### src/rtl/slbc_pkg.sv
// Shared types and constants for the status LED blink-code controller.
`default_nettype none

package slbc_pkg;

	// Action codes carried in a request
	localparam logic [1:0] ACT_TICK = 2'd0;
	localparam logic [1:0] ACT_MODE = 2'd1;
	localparam logic [1:0] ACT_CODE = 2'd2;

	// Mode codes
	localparam logic [2:0] MODE_OFF       = 3'd0;
	localparam logic [2:0] MODE_IDLE      = 3'd1;
	localparam logic [2:0] MODE_WORKING   = 3'd2;
	localparam logic [2:0] MODE_RECEIVING = 3'd3;
	localparam logic [2:0] MODE_REBOOTING = 3'd4;
	localparam logic [2:0] MODE_ERROR     = 3'd5;

	// Configuration register indexes
	localparam logic [2:0] REG_TICK_PERIOD = 3'd0;
	localparam logic [2:0] REG_SLOW_HALF   = 3'd1;
	localparam logic [2:0] REG_FAST_HALF   = 3'd2;
	localparam logic [2:0] REG_VFAST_HALF  = 3'd3;
	localparam logic [2:0] REG_ERR_TOGGLE  = 3'd4;
	localparam logic [2:0] REG_ERR_PAUSE   = 3'd5;

	// Configuration reset values
	localparam logic [9:0]  TICK_PERIOD_RST = 10'd50;
	localparam logic [13:0] SLOW_HALF_RST   = 14'd500;
	localparam logic [13:0] FAST_HALF_RST   = 14'd125;
	localparam logic [13:0] VFAST_HALF_RST  = 14'd50;
	localparam logic [13:0] ERR_TOGGLE_RST  = 14'd150;
	localparam logic [15:0] ERR_PAUSE_RST   = 16'd2000;

	localparam logic [6:0]  CODE_MAX      = 7'd127;
	localparam logic [7:0]  TOGGLE_MAX    = 8'd255;
	localparam logic [15:0] ELAPSED_MAX   = 16'hFFFF;

	localparam int CFG_IDX_W = 3;
	localparam int CFG_DATA_W = 16;

	typedef struct packed {
		logic [1:0] action;
		logic [2:0] new_mode;
		logic [7:0] new_error_code;
	} slbc_req_t;

	typedef struct packed {
		logic       led_on;
		logic [2:0] current_mode;
		logic [6:0] current_error_code;
	} slbc_rsp_t;

	typedef struct packed {
		logic [9:0]  tick_period_ms;
		logic [13:0] slow_half_ms;
		logic [13:0] fast_half_ms;
		logic [13:0] very_fast_half_ms;
		logic [13:0] error_toggle_ms;
		logic [15:0] pause_gap_ms;
	} slbc_cfg_t;

	typedef struct packed {
		logic [2:0]  mode;
		logic [6:0]  error_code;
		logic        led;
		logic [7:0]  toggle_count;
		logic        in_pause;
		logic [15:0] elapsed_ms;
	} slbc_state_t;

endpackage

`default_nettype wire

### src/rtl/status_led_blink_code_controller.sv
// Top level: input register, blink engine, config registers and result register.
// A request in the input register moves to the result register, out_valid high, when not stalled.
// Throughput: one request per cycle unless stalled; state update is a combinational add and compare.
// Stall on the result side holds the result register and backs up into the input stage.
// Reset (arst_n low, asynchronous): mode off, LED dark, counters and error code zero,
// configuration registers back to their default periods; no clearing pass.
`default_nettype none

module status_led_blink_code_controller (
	input  wire logic                           clk,
	input  wire logic                           arst_n,
	input  wire logic                           in_valid,
	output logic                                in_stall,
	input  wire slbc_pkg::slbc_req_t            in_req,
	output logic                                out_valid,
	input  wire logic                           out_stall,
	output slbc_pkg::slbc_rsp_t                 out_rsp,
	input  wire logic                           cfg_valid,
	output logic                                cfg_ready,
	input  wire logic [slbc_pkg::CFG_IDX_W-1:0]  cfg_index,
	input  wire logic [slbc_pkg::CFG_DATA_W-1:0] cfg_data
);

	slbc_pkg::slbc_cfg_t   cfg;
	slbc_pkg::slbc_req_t   req_s1;
	logic                  valid_s1;
	slbc_pkg::slbc_state_t st;
	slbc_pkg::slbc_state_t st_nxt;
	slbc_pkg::slbc_rsp_t   rsp_q;
	logic                  rsp_valid_q;
	logic                  advance;
	logic                  fire;

	// Pipeline moves when the result register is free or being drained
	assign advance = !rsp_valid_q || !out_stall;
	assign fire = valid_s1 && advance;
	assign in_stall = valid_s1 && !advance;

	slbc_cfg u_cfg (
		.clk       (clk),
		.arst_n    (arst_n),
		.cfg_valid (cfg_valid),
		.cfg_ready (cfg_ready),
		.cfg_index (cfg_index),
		.cfg_data  (cfg_data),
		.cfg       (cfg)
	);

	// Input stage
	always_ff @(posedge clk or negedge arst_n) begin
		if (!arst_n) begin
			valid_s1 <= 1'b0;
		end else if (!in_stall) begin
			valid_s1 <= in_valid;
		end
	end

	always_ff @(posedge clk) begin
		if (in_valid && !in_stall) begin
			req_s1 <= in_req;
		end
	end

	slbc_core u_core (
		.clk    (clk),
		.arst_n (arst_n),
		.fire   (fire),
		.req    (req_s1),
		.cfg    (cfg),
		.st     (st),
		.st_nxt (st_nxt)
	);

	// Result register
	always_ff @(posedge clk or negedge arst_n) begin
		if (!arst_n) begin
			rsp_valid_q <= 1'b0;
		end else if (advance) begin
			rsp_valid_q <= valid_s1;
		end
	end

	always_ff @(posedge clk) begin
		if (fire) begin
			rsp_q.led_on             <= st_nxt.led;
			rsp_q.current_mode       <= st_nxt.mode;
			rsp_q.current_error_code <= st_nxt.error_code;
		end
	end

	assign out_valid = rsp_valid_q;
	assign out_rsp = rsp_q;

	// Checks on the engine state
	a_off_dark: assert property (@(posedge clk) disable iff (!arst_n)
		st.mode == slbc_pkg::MODE_OFF |-> !st.led)
		else $error("LED lit in off mode");

	a_rx_lit: assert property (@(posedge clk) disable iff (!arst_n)
		st.mode == slbc_pkg::MODE_RECEIVING |-> st.led)
		else $error("LED dark in receiving mode");

	a_pause_dark: assert property (@(posedge clk) disable iff (!arst_n)
		(st.mode == slbc_pkg::MODE_ERROR && st.in_pause) |-> !st.led)
		else $error("LED lit during error pause");

	a_mode_valid: assert property (@(posedge clk) disable iff (!arst_n)
		out_valid |-> out_rsp.current_mode <= slbc_pkg::MODE_ERROR)
		else $error("undefined mode reported");

	a_hold_state: assert property (@(posedge clk) disable iff (!arst_n)
		!fire |=> $stable(st))
		else $error("state changed without a request");

endmodule

`default_nettype wire

### src/rtl/slbc_cfg.sv
// Configuration register file for the blink-code controller.
`default_nettype none

module slbc_cfg (
	input  wire logic                           clk,
	input  wire logic                           arst_n,
	input  wire logic                           cfg_valid,
	output logic                                cfg_ready,
	input  wire logic [slbc_pkg::CFG_IDX_W-1:0]  cfg_index,
	input  wire logic [slbc_pkg::CFG_DATA_W-1:0] cfg_data,
	output slbc_pkg::slbc_cfg_t                 cfg
);

	slbc_pkg::slbc_cfg_t cfg_q;

	// Writes are always taken
	assign cfg_ready = 1'b1;
	assign cfg = cfg_q;

	// Register writes, masked to each register's width; unknown indexes dropped
	always_ff @(posedge clk or negedge arst_n) begin
		if (!arst_n) begin
			cfg_q.tick_period_ms    <= slbc_pkg::TICK_PERIOD_RST;
			cfg_q.slow_half_ms      <= slbc_pkg::SLOW_HALF_RST;
			cfg_q.fast_half_ms      <= slbc_pkg::FAST_HALF_RST;
			cfg_q.very_fast_half_ms <= slbc_pkg::VFAST_HALF_RST;
			cfg_q.error_toggle_ms   <= slbc_pkg::ERR_TOGGLE_RST;
			cfg_q.pause_gap_ms      <= slbc_pkg::ERR_PAUSE_RST;
		end else if (cfg_valid) begin
			case (cfg_index)
				slbc_pkg::REG_TICK_PERIOD: cfg_q.tick_period_ms    <= cfg_data[9:0];
				slbc_pkg::REG_SLOW_HALF:   cfg_q.slow_half_ms      <= cfg_data[13:0];
				slbc_pkg::REG_FAST_HALF:   cfg_q.fast_half_ms      <= cfg_data[13:0];
				slbc_pkg::REG_VFAST_HALF:  cfg_q.very_fast_half_ms <= cfg_data[13:0];
				slbc_pkg::REG_ERR_TOGGLE:  cfg_q.error_toggle_ms   <= cfg_data[13:0];
				slbc_pkg::REG_ERR_PAUSE:   cfg_q.pause_gap_ms      <= cfg_data;
				default: begin
				end
			endcase
		end
	end

endmodule

`default_nettype wire

### src/rtl/slbc_core.sv
// Blink engine: mode, error code, LED and timing state with its update logic.
`default_nettype none

module slbc_core (
	input  wire logic                 clk,
	input  wire logic                 arst_n,
	input  wire logic                 fire,
	input  wire slbc_pkg::slbc_req_t  req,
	input  wire slbc_pkg::slbc_cfg_t  cfg,
	output slbc_pkg::slbc_state_t     st,
	output slbc_pkg::slbc_state_t     st_nxt
);

	slbc_pkg::slbc_state_t st_q;

	// Mode entry; same mode or an undefined code leaves everything alone
	function automatic slbc_pkg::slbc_state_t enter_mode(
		input slbc_pkg::slbc_state_t s, input logic [2:0] m);
		slbc_pkg::slbc_state_t r;
		r = s;
		if (m <= slbc_pkg::MODE_ERROR && m != s.mode) begin
			r.mode = m;
			r.led = 1'b0;
			r.elapsed_ms = '0;
			if (m == slbc_pkg::MODE_RECEIVING) begin
				r.led = 1'b1;
			end else if (m == slbc_pkg::MODE_ERROR) begin
				r.toggle_count = '0;
				r.in_pause = 1'b0;
				r.led = 1'b1;
			end
		end
		return r;
	endfunction

	logic [16:0] sum;
	logic [15:0] adv;
	logic [13:0] half;
	logic        blinking;
	logic [7:0]  tc_inc;
	slbc_pkg::slbc_state_t tmp;

	// Saturating time advance
	assign sum = {1'b0, st_q.elapsed_ms} + {7'd0, cfg.tick_period_ms};
	assign adv = sum[16] ? slbc_pkg::ELAPSED_MAX : sum[15:0];
	assign tc_inc = (st_q.toggle_count != slbc_pkg::TOGGLE_MAX) ?
		st_q.toggle_count + 8'd1 : st_q.toggle_count;

	// Half period for the blinking modes
	always_comb begin
		half = cfg.slow_half_ms;
		blinking = 1'b0;
		case (st_q.mode)
			slbc_pkg::MODE_IDLE: begin
				half = cfg.slow_half_ms;
				blinking = 1'b1;
			end
			slbc_pkg::MODE_WORKING: begin
				half = cfg.fast_half_ms;
				blinking = 1'b1;
			end
			slbc_pkg::MODE_REBOOTING: begin
				half = cfg.very_fast_half_ms;
				blinking = 1'b1;
			end
			default: begin
			end
		endcase
	end

	// Next state for the request at hand
	always_comb begin
		tmp = st_q;
		st_nxt = st_q;
		case (req.action)
			slbc_pkg::ACT_TICK: begin
				if (st_q.mode == slbc_pkg::MODE_ERROR) begin
					st_nxt.elapsed_ms = adv;
					if (!st_q.in_pause) begin
						if (adv >= {2'b00, cfg.error_toggle_ms}) begin
							st_nxt.elapsed_ms = '0;
							st_nxt.led = ~st_q.led;
							st_nxt.toggle_count = tc_inc;
							// group done after two toggles per code unit
							if (tc_inc >= {st_q.error_code, 1'b0}) begin
								st_nxt.led = 1'b0;
								st_nxt.in_pause = 1'b1;
							end
						end
					end else if (adv >= cfg.pause_gap_ms) begin
						st_nxt.toggle_count = '0;
						st_nxt.in_pause = 1'b0;
						st_nxt.elapsed_ms = '0;
						st_nxt.led = 1'b1;
					end
				end else if (blinking) begin
					st_nxt.elapsed_ms = adv;
					if (adv >= {2'b00, half}) begin
						st_nxt.elapsed_ms = '0;
						st_nxt.led = ~st_q.led;
					end
				end
			end
			slbc_pkg::ACT_MODE: begin
				st_nxt = enter_mode(st_q, req.new_mode);
			end
			slbc_pkg::ACT_CODE: begin
				tmp.error_code = req.new_error_code[7] ? slbc_pkg::CODE_MAX :
					req.new_error_code[6:0];
				st_nxt = enter_mode(tmp, slbc_pkg::MODE_ERROR);
			end
			default: begin
			end
		endcase
	end

	// State update when a request leaves the input stage
	always_ff @(posedge clk or negedge arst_n) begin
		if (!arst_n) begin
			st_q <= '0;
		end else if (fire) begin
			st_q <= st_nxt;
		end
	end

	assign st = st_q;

endmodule

`default_nettype wire

### config.mk
export PLATFORM = sky130hd
export DESIGN_NAME = status_led_blink_code_controller
export DESIGN_NICKNAME = d
export VERILOG_FILES = /design/src/rtl/slbc_pkg.sv /design/src/rtl/status_led_blink_code_controller.sv /design/src/rtl/slbc_cfg.sv /design/src/rtl/slbc_core.sv
export SDC_FILE = /design/constraint.sdc
export NUM_CORES = 1
export LEC_CHECK = 0
export ABC_AREA = 1
export ABC_CLOCK_PERIOD_IN_PS = 4850
export BUFFER_PORTS_ARGS = -buffer_cell sky130_fd_sc_hd__buf_2
export CORE_ASPECT_RATIO = 0.9
export CORE_MARGIN = 2
export CORE_UTILIZATION = 28
export CTS_BUF_LIST = sky130_fd_sc_hd__clkbuf_2
export CTS_CLUSTER_SIZE = 40
export DETAILED_ROUTE_END_ITERATION = 10
export GPL_ROUTABILITY_DRIVEN = 0
export MAX_ROUTING_LAYER = met4
export SETUP_SLACK_MARGIN = 0.15
export SLEW_MARGIN = 20
export SYNTH_ARGS = -nofsm -noshare
export SYNTH_HDL_FRONTEND = slang
export SYNTH_SLANG_ARGS = --single-unit
### constraint.sdc
create_clock -name clk -period 4.85 [get_ports clk]
set_clock_uncertainty 0.15 [all_clocks]
set_input_delay 0.485 -clock clk [delete_from_list [all_inputs] [get_ports clk]]
set_output_delay 0.485 -clock clk [all_outputs]
set_load 0.03 [all_outputs]
==> metrics.yaml, run 1 <==
logic_synthesis:
  syn_area_mm2: 0.00799
  synth.avg_cell_area_um2: 8.60
  synth_edf_count: 24
  synth.distinct_cells: 48
  ys_warn_count: 0
  yosysSeqAreaShare: 0.470
  synthCells: 929
  ys.flop_type: "dfrtp_1"
  synth.net_count: 1031
  async_flop_share: 0.833
  ys_ff_latch: 144
hold_path:
  hold_class: "input port to async pin"
cells_and_area:
  drive_gt1_frac: 0.136
  area_growth_pct: 14.8
  finalNetCount: 1113
  multi_input_area_mm2: 0.00365
  fill_cells: 2959
  final_cell_mix: "nand2_1, inv_1, o21ai_0"
  seqCellArea_mm2: 0.00376
  mostFrequentLayoutCell: "nand2_1"
sta:
  fin_tns_setup_ns: 0
  period_share: 0.855
  setup_ws_ns: 0.704
  finalHoldViolCount: 0
  rsz0062_at_grt: "false"
  relSlewSlack: 0.303
  final_max_slew_viol_count: 0
  clock.fmax_mhz: 241
  final.min_clock_period_ns: 4.15
  setup_viol: 0
  worst_pin_slew_ns: 1.04
  timing.hold.ws_ns: 0.128
critical_path:
  critical_path_required_ns: 5.35
  cp-end-kind: "flip-flop"
  crit_fanout: 15
  ff2ff_path_depth: 24
  cp.buffers_inverters: 2
  cp_cell_sequence: "ha_1 -> fa_1 -> nand2_1 -> nand2_1 -> nand3_1 -> nand2_2 -> nand2_2 -> and2_1 -> buf_4 -> nand3_1 -> ha_1 -> nand2_1 -> nor2_1 -> a211oi_1 -> nand2_1 -> nand2_1 -> nand2_2 -> nand2_2 -> nand2_2 -> nor2_1 -> nor2_4 -> inv_2 -> nand2_1 -> o21ai_0"
  start_kind: "flip-flop"
  arrival_ns: 4.65
  critPathKind: "flip-flop to flip-flop"
  cpMostUsedCell: "nand2_1"
  max_stage_delay_ns: 0.45
  worst-path-stages: 24
  crit_slowest_cell: "dfrtp_1"
  crit_family: "simple AND/OR/NAND/NOR gates"
cts:
  clockBufferDepth: 2
  clkSinkCount: 144
  cts.clk_slew.worst_paths_ns: 0.24
  cts_root_buf: "clkbuf_2"
  cts_tree: "built"
  clk-insertion-delay-late_ns: 0.75
  cts_made_buffers: 17
  h-tree-depth: 4
drt:
  drtPass1Iterations: 5
  wl_per_cell_um: 13.6
  wirelength_um: 18800
  drt_iter0_drc: 496
  vias: 6477
  vias_per_cell: 4.68
  drcViolationCount: 0
  ant_nets: 0
global_routing:
  antenna_found_initial: 1
  grt_max_degree: 49
  overflow: 0
  grt_pass1_vias: 6276
  grt_pass1_wl_um: 31800
  grtUsageTotal: 0.137
floorplanning:
  rows: 58
  initial_core_util: 0.285
  die_h_um: 164
  io_pins: 51
  die_w_um: 182
  fp.coreArea_mm2: 0.0280
  die_area_mm2: 0.0299
outcome:
  status: "finished, final reports clean"
power_and_ir_drop:
  power_density_mw_per_mm2: 387
  leakagePower_nw: 4.44
  vdd_drop_max_v: 0.000124
  power_mw: 3.55
placed_design:
  hpwl_um: 13800
  pre_cts_slack_ns: 0.605
  io_buffers: 49
flow_run:
  drv_cap: 0
synth_stat cells (all sizes together) (3+ instances only):
library cell,count,share of area
nand2,229,0.11
o21ai,129,0.081
inv,125,0.059
dfrtp,92,0.29
ha,64,0.10
a21oi,45,0.031
nor2,41,0.022
nand3,37,0.026
dfstp,28,0.092
edfxtp,24,0.090
clkbuf,21,0.0099
nand4,14,0.011
a32o,12,0.015
a22o,10,0.011
nor3,7,0.0044
a211oi,6,0.0056
buf,5,0.0050
o22ai,4,0.0031
or2,4,0.0031
xnor2,4,0.0044
o31ai,3,0.0028
xor2,3,0.0033
final timing paths:
path,slack (ns),endpoint,from
max,0.70,u_core.st[18],u_core.st[0]
min,0.13,u_cfg.cfg[1],arst_n
max in group asynchronous,3.41,u_cfg.cfg[6],arst_n
min reg2reg,0.35,out_valid,valid_s1
min in group clk,0.29,req_s1[3],in_req[3]
max reg2reg,0.70,u_core.st[18],u_core.st[0]
per-stage QoR:
stage	std cells	area, µm²	util
after detailed placement	1317	8610	0.307
after global routing	1385	9180	0.328
after floorplan	929	7990	-
after CTS	1383	9150	0.327
final	1385	9180	0.328
after global placement	1317	8610	0.307
metal layers:
layer / vias to the layer above / track usage / part of all wire
met5: - / - / 0
met1: 3088 / 0.192 / 0.52
li1: 3276 / - / -
met3: 18 / 0.0259 / 0.029
met2: 95 / 0.204 / 0.44
met4: 0 / 0.0374 / 0.012
cells by family after synthesis:
logic type | after synthesis | synth area share
AND/OR/NAND/NOR | 338 | 0.181
AO/OA/AOI/OAI | 221 | 0.162
buffers and inverters | 152 | 0.0740
flip-flops | 144 | 0.470
adder cells (fa/ha/maj) | 65 | 0.103
XOR/XNOR | 7 | 0.00767
other | 1 | 0.000469
multiplexers | 1 | 0.00125
report_power, final:
part / internal (mW) / switching, mW
clock network: 0.149 / 0.475
registers: 1.47 / 0.141
logic: 0.490 / 0.826
total: 2.11 / 1.44
layout make-up:
cell class	count	area share
inverters	126	0.0515
multi-input cells	633	0.398
well taps	360	0.0491
repair buffers	89	0.0704
flip-flops and latches	144	0.410
clock buffers	19	0.0104
clock inverters	13	0.0112
diodes	1	0.000273
flip-flops by register name (all words and copies together) (netlist names):
name	flops
out_valid	1
req_s1	13
u_core.st	36
u_cfg.cfg	82
valid_s1	1
out_rsp	11
what timing repair did:
item                       4_1_cts  5_1_grt
hold endpoints to repair       142        0
resized for setup                0        0
hold buffers                    34        0
setup endpoints to repair        0        4
buffers inserted                 0        1
worst reg2reg max path, cell delays in order (launching register included):
cell	delay (ns)
dfrtp_1	0.45
ha_1	0.22
fa_1	0.39
nand2_1	0.10
nand2_1	0.10
nand3_1	0.13
nand2_2	0.09
nand2_2	0.10
and2_1	0.14
buf_4	0.24
nand3_1	0.27
ha_1	0.37
nand2_1	0.09
nor2_1	0.05
a211oi_1	0.21
nand2_1	0.12
nand2_1	0.11
nand2_2	0.09
nand2_2	0.08
nand2_2	0.07
nor2_1	0.19
nor2_4	0.07
inv_2	0.11
nand2_1	0.06
o21ai_0	0.07
(Power assumes the default switching activity.)
==> run 2: changes to the inputs <==
--- a/config.mk
+++ b/config.mk
@@ -6,7 +6,7 @@
 export NUM_CORES = 1
 export LEC_CHECK = 0
 export ABC_AREA = 1
-export ABC_CLOCK_PERIOD_IN_PS = 4850
+export ABC_CLOCK_PERIOD_IN_PS = 3300
 export BUFFER_PORTS_ARGS = -buffer_cell sky130_fd_sc_hd__buf_2
 export CORE_ASPECT_RATIO = 0.9
 export CORE_MARGIN = 2
@@ -17,7 +17,6 @@
 export GPL_ROUTABILITY_DRIVEN = 0
 export MAX_ROUTING_LAYER = met4
 export SETUP_SLACK_MARGIN = 0.15
-export SLEW_MARGIN = 20
 export SYNTH_ARGS = -nofsm -noshare
 export SYNTH_HDL_FRONTEND = slang
 export SYNTH_SLANG_ARGS = --single-unit
==> constraint.sdc (replaced) <==
create_clock -name clk -period 3.3 [get_ports clk]
set_clock_uncertainty 0.15 [all_clocks]
set_input_delay 0.33 -clock clk [delete_from_list [all_inputs] [get_ports clk]]
set_output_delay 0.33 -clock clk [all_outputs]
set_load 0.03 [all_outputs]
==> metrics.yaml, run 2 (synthesis results as in run 1) <==
outcome:
  status: "finished with violations"  # was finished, final reports clean
  violations: "negative setup slack"
critical_path:
  cp_cell_sequence: "ha_2 -> fa_2 -> nand2_2 -> nand2_2 -> nand3_4 -> nand2_4 -> nand2_4 -> and2_4 -> a21boi_4 -> o21ai_4 -> ha_4 -> a21oi_2 -> nor2_1 -> a211oi_2 -> o21ai_1 -> nor2_1 -> nand2_2 -> nand2_2 -> nand2_2 -> a21oi_4 -> clkbuf_16 -> a22o_1"  # was ha_1 -> fa_1 -> nand2_1 -> nand2_1 -> nand3_1 -> nand2_2 -> nand2_2 -> and2_1 -> buf_4 -> nand3_1 -> ha_1 -> nand2_1 -> nor2_1 -> a211oi_1 -> nand2_1 -> nand2_1 -> nand2_2 -> nand2_2 -> nand2_2 -> nor2_1 -> nor2_4 -> inv_2 -> nand2_1 -> o21ai_0
  critical_path_required_ns: 3.85  # was 5.35 ns
  crit_fanout: 8  # was 15
  start_kind: "flip-flop"  # unchanged
  critPathKind: "flip-flop to flip-flop"  # unchanged
  crit_family: "compound AO/OA/AOI/OAI gates"  # was simple AND/OR/NAND/NOR gates
  cp-end-kind: "flip-flop"  # unchanged
  max_stage_delay_ns: 0.45  # about the same
  cp.buffers_inverters: 1  # was 2
  arrival_ns: 4.30  # was 4.65 ns
  cpMostUsedCell: "nand2_2"  # was nand2_1
  crit_slowest_cell: "dfrtp_1"  # unchanged
drt:
  ant_nets: 0  # unchanged
  drcViolationCount: 0  # unchanged
  vias: 6911  # was 6477
  drtPass1Iterations: 5  # unchanged
  wl_per_cell_um: 14.2  # was 13.6 µm
  vias_per_cell: 4.66  # was 4.68
  drt_iter0_drc: 362  # was 496
  wirelength_um: 21000  # was 18800 µm
cts:
  clk-insertion-delay-late_ns: 0.75  # about the same
  clockBufferDepth: 2  # unchanged
  h-tree-depth: 4  # unchanged
  clkSinkCount: 144  # unchanged
  cts_tree: "built"  # unchanged
  cts.clk_slew.worst_paths_ns: 0.27  # was 0.24 ns
  cts_made_buffers: 17  # unchanged
  cts_root_buf: "clkbuf_2"  # unchanged
cells_and_area:
  final_design_area_no_fill_mm2: 0.0107  # was 0.00918 mm²
  mostFrequentLayoutCell: "nand2_1"  # unchanged
  fin_util: 0.383  # was 0.328
  drive_gt1_frac: 0.301  # was 0.136
  finalNetCount: 1209  # was 1113
  largest_reg_flops: 82  # unchanged
  area_growth_pct: 34.3  # was 14.8%
  final_cell_mix: "nand2_1, inv_1, o21ai_0"  # unchanged
power_and_ir_drop:
  leakagePower_nw: 5.13  # was 4.44 nW
  power_density_mw_per_mm2: 577  # was 387 mW/mm²
  vdd_drop_max_v: 0.000185  # was 0.000124 V
sta:
  finalHoldViolCount: 0  # unchanged
  rsz0062_at_grt: "true"  # was false
  setup_ws_ns: -0.446  # was 0.704 ns
  setup_viol: 27  # was 0
  worst_pin_slew_ns: 1.02  # was 1.04 ns
  period_share: 1.14  # was 0.855
  relSlewSlack: 0.321  # was 0.303
  final_max_slew_viol_count: 0  # unchanged
  clock.fmax_mhz: 267  # was 241 MHz
  final.min_clock_period_ns: 3.75  # was 4.15 ns
flow_run:
  drv_cap: 0  # unchanged
floorplanning:
  die_w_um: 182  # unchanged
  die_area_mm2: 0.0299  # unchanged
  io_pins: 51  # unchanged
  fp.coreArea_mm2: 0.0280  # unchanged
  die_h_um: 164  # unchanged
  rows: 58  # unchanged
  initial_core_util: 0.285  # unchanged
placed_design:
  hpwl_um: 14400  # was 13800 µm
  io_buffers: 49  # unchanged
  placed_area_mm2: 0.00921  # was 0.00861 mm²
global_routing:
  grtUsageTotal: 0.144  # was 0.137
  grt_pass1_wl_um: 33500  # was 31800 µm
  antenna_found_initial: 2  # was 1
  overflow: 0  # unchanged
  grt_pass1_vias: 6697  # was 6276
  grt_max_degree: 59  # was 49
hold_path:
  hold_class: "input port to async pin"  # unchanged
run 2: final cells by class:
class                           count  area (µm²)
Inverter                          126         475
Clock buffer                       17        85.1
Clock inverter                     15         165
Sequential cell                   144        3760
Antenna cell                        2        5.00
Tap cell                          360         450
Timing Repair Buffer              185        1440
Multi-Input combinational cell    633        4350
Fill cell                        2836       17300
run 2: timing repair:
item / in CTS / in global routing
hold endpoints to repair: 154 / 0
hold buffers: 40 / 0
setup endpoints to repair: 27 / 27
pin swaps: 4 / 60
setup buffers: 10 / 12
gates resized for setup: 26 / 115
gates cloned: 0 / 1
run 2: worst reg2reg max path, stage by stage, from the launching register on:
cell       delay (ns)
dfrtp_1          0.45
ha_2             0.21
fa_2             0.37
nand2_2          0.08
nand2_2          0.07
nand3_4          0.09
nand2_4          0.07
nand2_4          0.08
and2_4           0.17
a21boi_4         0.20
o21ai_4          0.13
ha_4             0.26
a21oi_2          0.12
nor2_1           0.07
a211oi_2         0.20
o21ai_1          0.09
nor2_1           0.12
nand2_2          0.09
nand2_2          0.07
nand2_2          0.07
a21oi_4          0.23
clkbuf_16        0.21
a22o_1           0.13
run 2: metrics by stage:
| stage | cells | total power [mW] | setup slack (ns) | setup TNS (ns) | hold WS, ns |
|---|---|---|---|---|---|
| after global placement | 1385 | 4.49 | -0.386 | -9.30 | 0.309 |
| after detailed placement | 1385 | 4.56 | -0.447 | -10.81 | 0.322 |
| final | 1482 | 6.19 | -0.446 | -10.34 | 0.0379 |
| after global routing | 1481 | 6.69 | -0.677 | -16.37 | 0.0327 |
| after floorplan | 929 | 3.79 | -0.164 | -2.65 | -0.116 |
| after CTS | 1467 | 5.78 | -0.409 | -9.32 | 0.00498 |
run 2: path summary, 6_finish.rpt:
check | from | endpoint | slack (ns) | depth (start not counted)
worst max-delay path | u_core.st[0] | u_core.st[3] | -0.45 | 22
max in group asynchronous | arst_n | u_cfg.cfg[44] | 2.05 | 3
worst min-delay path | arst_n | u_cfg.cfg[74] | 0.04 | 2
worst min register to register | u_cfg.cfg[17] | u_cfg.cfg[17] | 0.36 | 2
worst max register to register | u_core.st[0] | u_core.st[3] | -0.45 | 22
min in group clk | in_req[1] | req_s1[1] | 0.13 | 2
run 2: layer usage:
metal / global-route usage / wire length [µm]
met1: 0.198 / 10700
met2: 0.221 / 9430
met3: 0.0246 / 543
met4: 0.0381 / 265
met5: - / 0
run 2: report_power, final:
group	switching, mW	total, mW	internal (mW)
Sequential	0.174	2.34	2.16
Combinational	1.57	2.76	1.19
Clock	0.776	1.09	0.318
Total	2.52	6.19	3.68
==> run 3: changes to the inputs <==
--- a/config.mk
+++ b/config.mk
@@ -10,12 +10,13 @@
 export BUFFER_PORTS_ARGS = -buffer_cell sky130_fd_sc_hd__buf_2
 export CORE_ASPECT_RATIO = 0.9
 export CORE_MARGIN = 2
-export CORE_UTILIZATION = 28
+export CORE_UTILIZATION = 55
 export CTS_BUF_LIST = sky130_fd_sc_hd__clkbuf_2
 export CTS_CLUSTER_SIZE = 40
 export DETAILED_ROUTE_END_ITERATION = 10
 export GPL_ROUTABILITY_DRIVEN = 0
 export MAX_ROUTING_LAYER = met4
+export PLACE_DENSITY = 0.76
 export SETUP_SLACK_MARGIN = 0.15
 export SYNTH_ARGS = -nofsm -noshare
 export SYNTH_HDL_FRONTEND = slang
==> metrics.yaml, run 3 (synthesis results as in run 1) <==
critical_path:
  arrival_ns: 4.27  # was 4.30 ns
  crit_fanout: 16  # was 8
  cp.buffers_inverters: 4  # was 1
  crit_family: "simple AND/OR/NAND/NOR gates"  # was compound AO/OA/AOI/OAI gates
  ff2ff_path_depth: 23  # was 22
  start_kind: "flip-flop"  # unchanged
  critical_path_required_ns: 3.80  # was 3.85 ns
  crit_slowest_cell: "dfrtp_1"  # unchanged
  cpMostUsedCell: "nand2_2"  # unchanged
  cp_cell_sequence: "ha_2 -> fa_2 -> nand2_2 -> nand2_2 -> nand3_2 -> nand2_2 -> nand2_2 -> and2_4 -> buf_4 -> nand3_2 -> buf_4 -> ha_1 -> nand2_4 -> inv_2 -> nand2_2 -> nor2_1 -> nand2_1 -> nand2_4 -> nand2_4 -> nand2_4 -> a21oi_4 -> buf_12 -> a22o_1"  # was ha_2 -> fa_2 -> nand2_2 -> nand2_2 -> nand3_4 -> nand2_4 -> nand2_4 -> and2_4 -> a21boi_4 -> o21ai_4 -> ha_4 -> a21oi_2 -> nor2_1 -> a211oi_2 -> o21ai_1 -> nor2_1 -> nand2_2 -> nand2_2 -> nand2_2 -> a21oi_4 -> clkbuf_16 -> a22o_1
  worstReg2RegStart: "u_cfg.cfg[72]"  # was u_core.st[0]
  cp-end-kind: "flip-flop"  # unchanged
  rrSetupSlack_ns: -0.48  # was -0.45 ns
  max_stage_delay_ns: 0.45  # about the same
  regToRegEndpoint: "u_core.st[5]"  # was u_core.st[3]
  critPathKind: "flip-flop to flip-flop"  # unchanged
power_and_ir_drop:
  leakagePower_nw: 4.96  # was 5.13 nW
  power_density_mw_per_mm2: 585  # was 577 mW/mm²
  p_seq_frac: 0.396  # was 0.378
  power_mw: 5.93  # was 6.19 mW
  vdd_drop_max_v: 0.000402  # was 0.000185 V
  p_comb_frac: 0.423  # was 0.446
  switchingPower_mw: 2.36  # was 2.52 mW
  netSwitchingFraction: 0.398  # was 0.406
  internal-power_mw: 3.57  # was 3.68 mW
  clockPowerShare: 0.181  # was 0.177
global_routing:
  grt_pass1_vias: 6691  # was 6697
  overflow: 0  # unchanged
  grt_max_degree: 57  # was 59
  grtUsageTotal: 0.275  # was 0.144
  antenna_found_initial: 0  # was 2
  grt_pass1_wl_um: 32500  # was 33500 µm
sta:
  worst_pin_slew_ns: 1.02  # about the same
  relSlewSlack: 0.317  # was 0.321
  setup_viol: 27  # unchanged
  clock.fmax_mhz: 265  # was 267 MHz
  fin_tns_setup_ns: -11.77  # was -10.34 ns
  period_share: 1.15  # was 1.14
  setup_ws_ns: -0.479  # was -0.446 ns
  final.min_clock_period_ns: 3.78  # was 3.75 ns
  rsz0062_at_grt: "true"  # unchanged
  final_max_slew_viol_count: 0  # unchanged
  finalHoldViolCount: 0  # unchanged
drt:
  ant_nets: 0  # unchanged
  wirelength_um: 20400  # was 21000 µm
  vias: 7118  # was 6911
  wl_per_cell_um: 15.7  # was 14.2 µm
  drt_iter0_drc: 617  # was 362
  vias_per_cell: 5.46  # was 4.66
  drtPass1Iterations: 7  # was 5
  drcViolationCount: 0  # unchanged
cells_and_area:
  finalNetCount: 1200  # was 1209
  fill_cells: 1026  # was 2836
  drive_gt1_frac: 0.266  # was 0.301
  final_cell_mix: "nand2_1, inv_1, o21ai_0"  # unchanged
  mostFrequentLayoutCell: "nand2_1"  # unchanged
  area_growth_pct: 26.7  # was 34.3%
  largest_reg_flops: 82  # unchanged
  n_antenna_cell: 0  # was 2
cts:
  cts_made_buffers: 17  # unchanged
  cts_root_buf: "clkbuf_2"  # unchanged
  clkSinkCount: 144  # unchanged
  cts_tree: "built"  # unchanged
  clk-insertion-delay-late_ns: 0.73  # was 0.75 ns
  h-tree-depth: 4  # unchanged
  cts.clk_slew.worst_paths_ns: 0.24  # was 0.27 ns
  clockBufferDepth: 2  # unchanged
hold_path:
  hold_class: "input port to async pin"  # unchanged
placed_design:
  hpwl_um: 13200  # was 14400 µm
  io_buffers: 49  # unchanged
floorplanning:
  rows: 41  # was 58
  fp.coreArea_mm2: 0.0141  # was 0.0280 mm²
  initial_core_util: 0.567  # was 0.285
  die_h_um: 118  # was 164 µm
  io_pins: 51  # unchanged
  die_w_um: 131  # was 182 µm
  die_area_mm2: 0.0155  # was 0.0299 mm²
flow_run:
  drv_cap: 0  # unchanged
outcome:
  violations: "negative setup slack"  # unchanged
  status: "finished with violations"  # unchanged
## run 3: changes by cell type in the layout (fill, tap and decap cells not counted), moves of 4 or more
cell	before	now
dlygate4sd3_1	40	34
nand2_2	26	15
nand2_1	188	210
ha_4	20	13
ha_1	43	50
buf_6	8	2
nand3_4	11	6
nand3_2	4	10
nand2_4	15	4
inv_8	5	1
## run 3: timing repair
| item | in CTS | in global routing |
|---|---|---|
| gates resized for setup | 38 | 44 |
| endpoints found under the hold margin | 202 | 0 |
| buffers inserted | 11 | 12 |
| endpoints found under the setup margin | 27 | 27 |
| hold buffers | 35 | 0 |
| pin swaps | 18 | 18 |
## run 3: metrics by stage
step | worst slack [ns] | std cells | utilization | instance area, µm² | hold slack (ns)
floorplan | -0.164 | 929 | - | 8050 | -0.116
global placement | -0.302 | 1214 | 0.636 | 8970 | 0.189
detailed placement | -0.457 | 1214 | 0.636 | 8970 | 0.192
CTS | -0.349 | 1292 | 0.697 | 9830 | 0.0224
global route | -0.625 | 1304 | 0.718 | 10100 | 0.0121
finish | -0.479 | 1304 | 0.718 | 10100 | 0.0627
## run 3: worst max-delay path by stage
stage	cells past startpoint	startpoint	end
3_5_place_dp	21	u_cfg.cfg[76]	u_core.st[19]
4_1_cts	23	u_core.st[4]	u_core.st[7]
6_report	23	u_cfg.cfg[72]	u_core.st[5]
2_1_floorplan	23	u_cfg.cfg[72]	u_core.st[12]
3_3_place_gp	23	u_cfg.cfg[74]	u_core.st[5]
5_1_grt	23	u_cfg.cfg[72]	u_core.st[13]
## run 3: power groups by stage
stage               clock [mW]  sequential [mW]  combinational, mW
finish                    1.07             2.35               2.51
global route              1.14             2.39               2.80
CTS                       1.08             2.34               2.28
detailed placement           0             2.37               2.14
global placement             0             2.36               2.07
floorplan                    0             2.38               1.41
## run 3: area by class of cell
class / count / area, µm² / share of cell area
Multi-Input combinational cell: 633 / 4080 / 0.403
Timing Repair Buffer: 176 / 1330 / 0.131
Tap cell: 193 / 241 / 0.0238
Clock buffer: 17 / 85.1 / 0.00840
Sequential cell: 144 / 3760 / 0.371
Inverter: 126 / 475 / 0.0469
Clock inverter: 15 / 155 / 0.0153
## run 3: routing by layer
metal	track usage	vias to the layer above	wire (µm)
met3	0.0543	37	1190
met2	0.403	229	9420
met1	0.401	3387	9470
li1	-	3465	-
met4	0.0572	0	357
met5	-	-	0
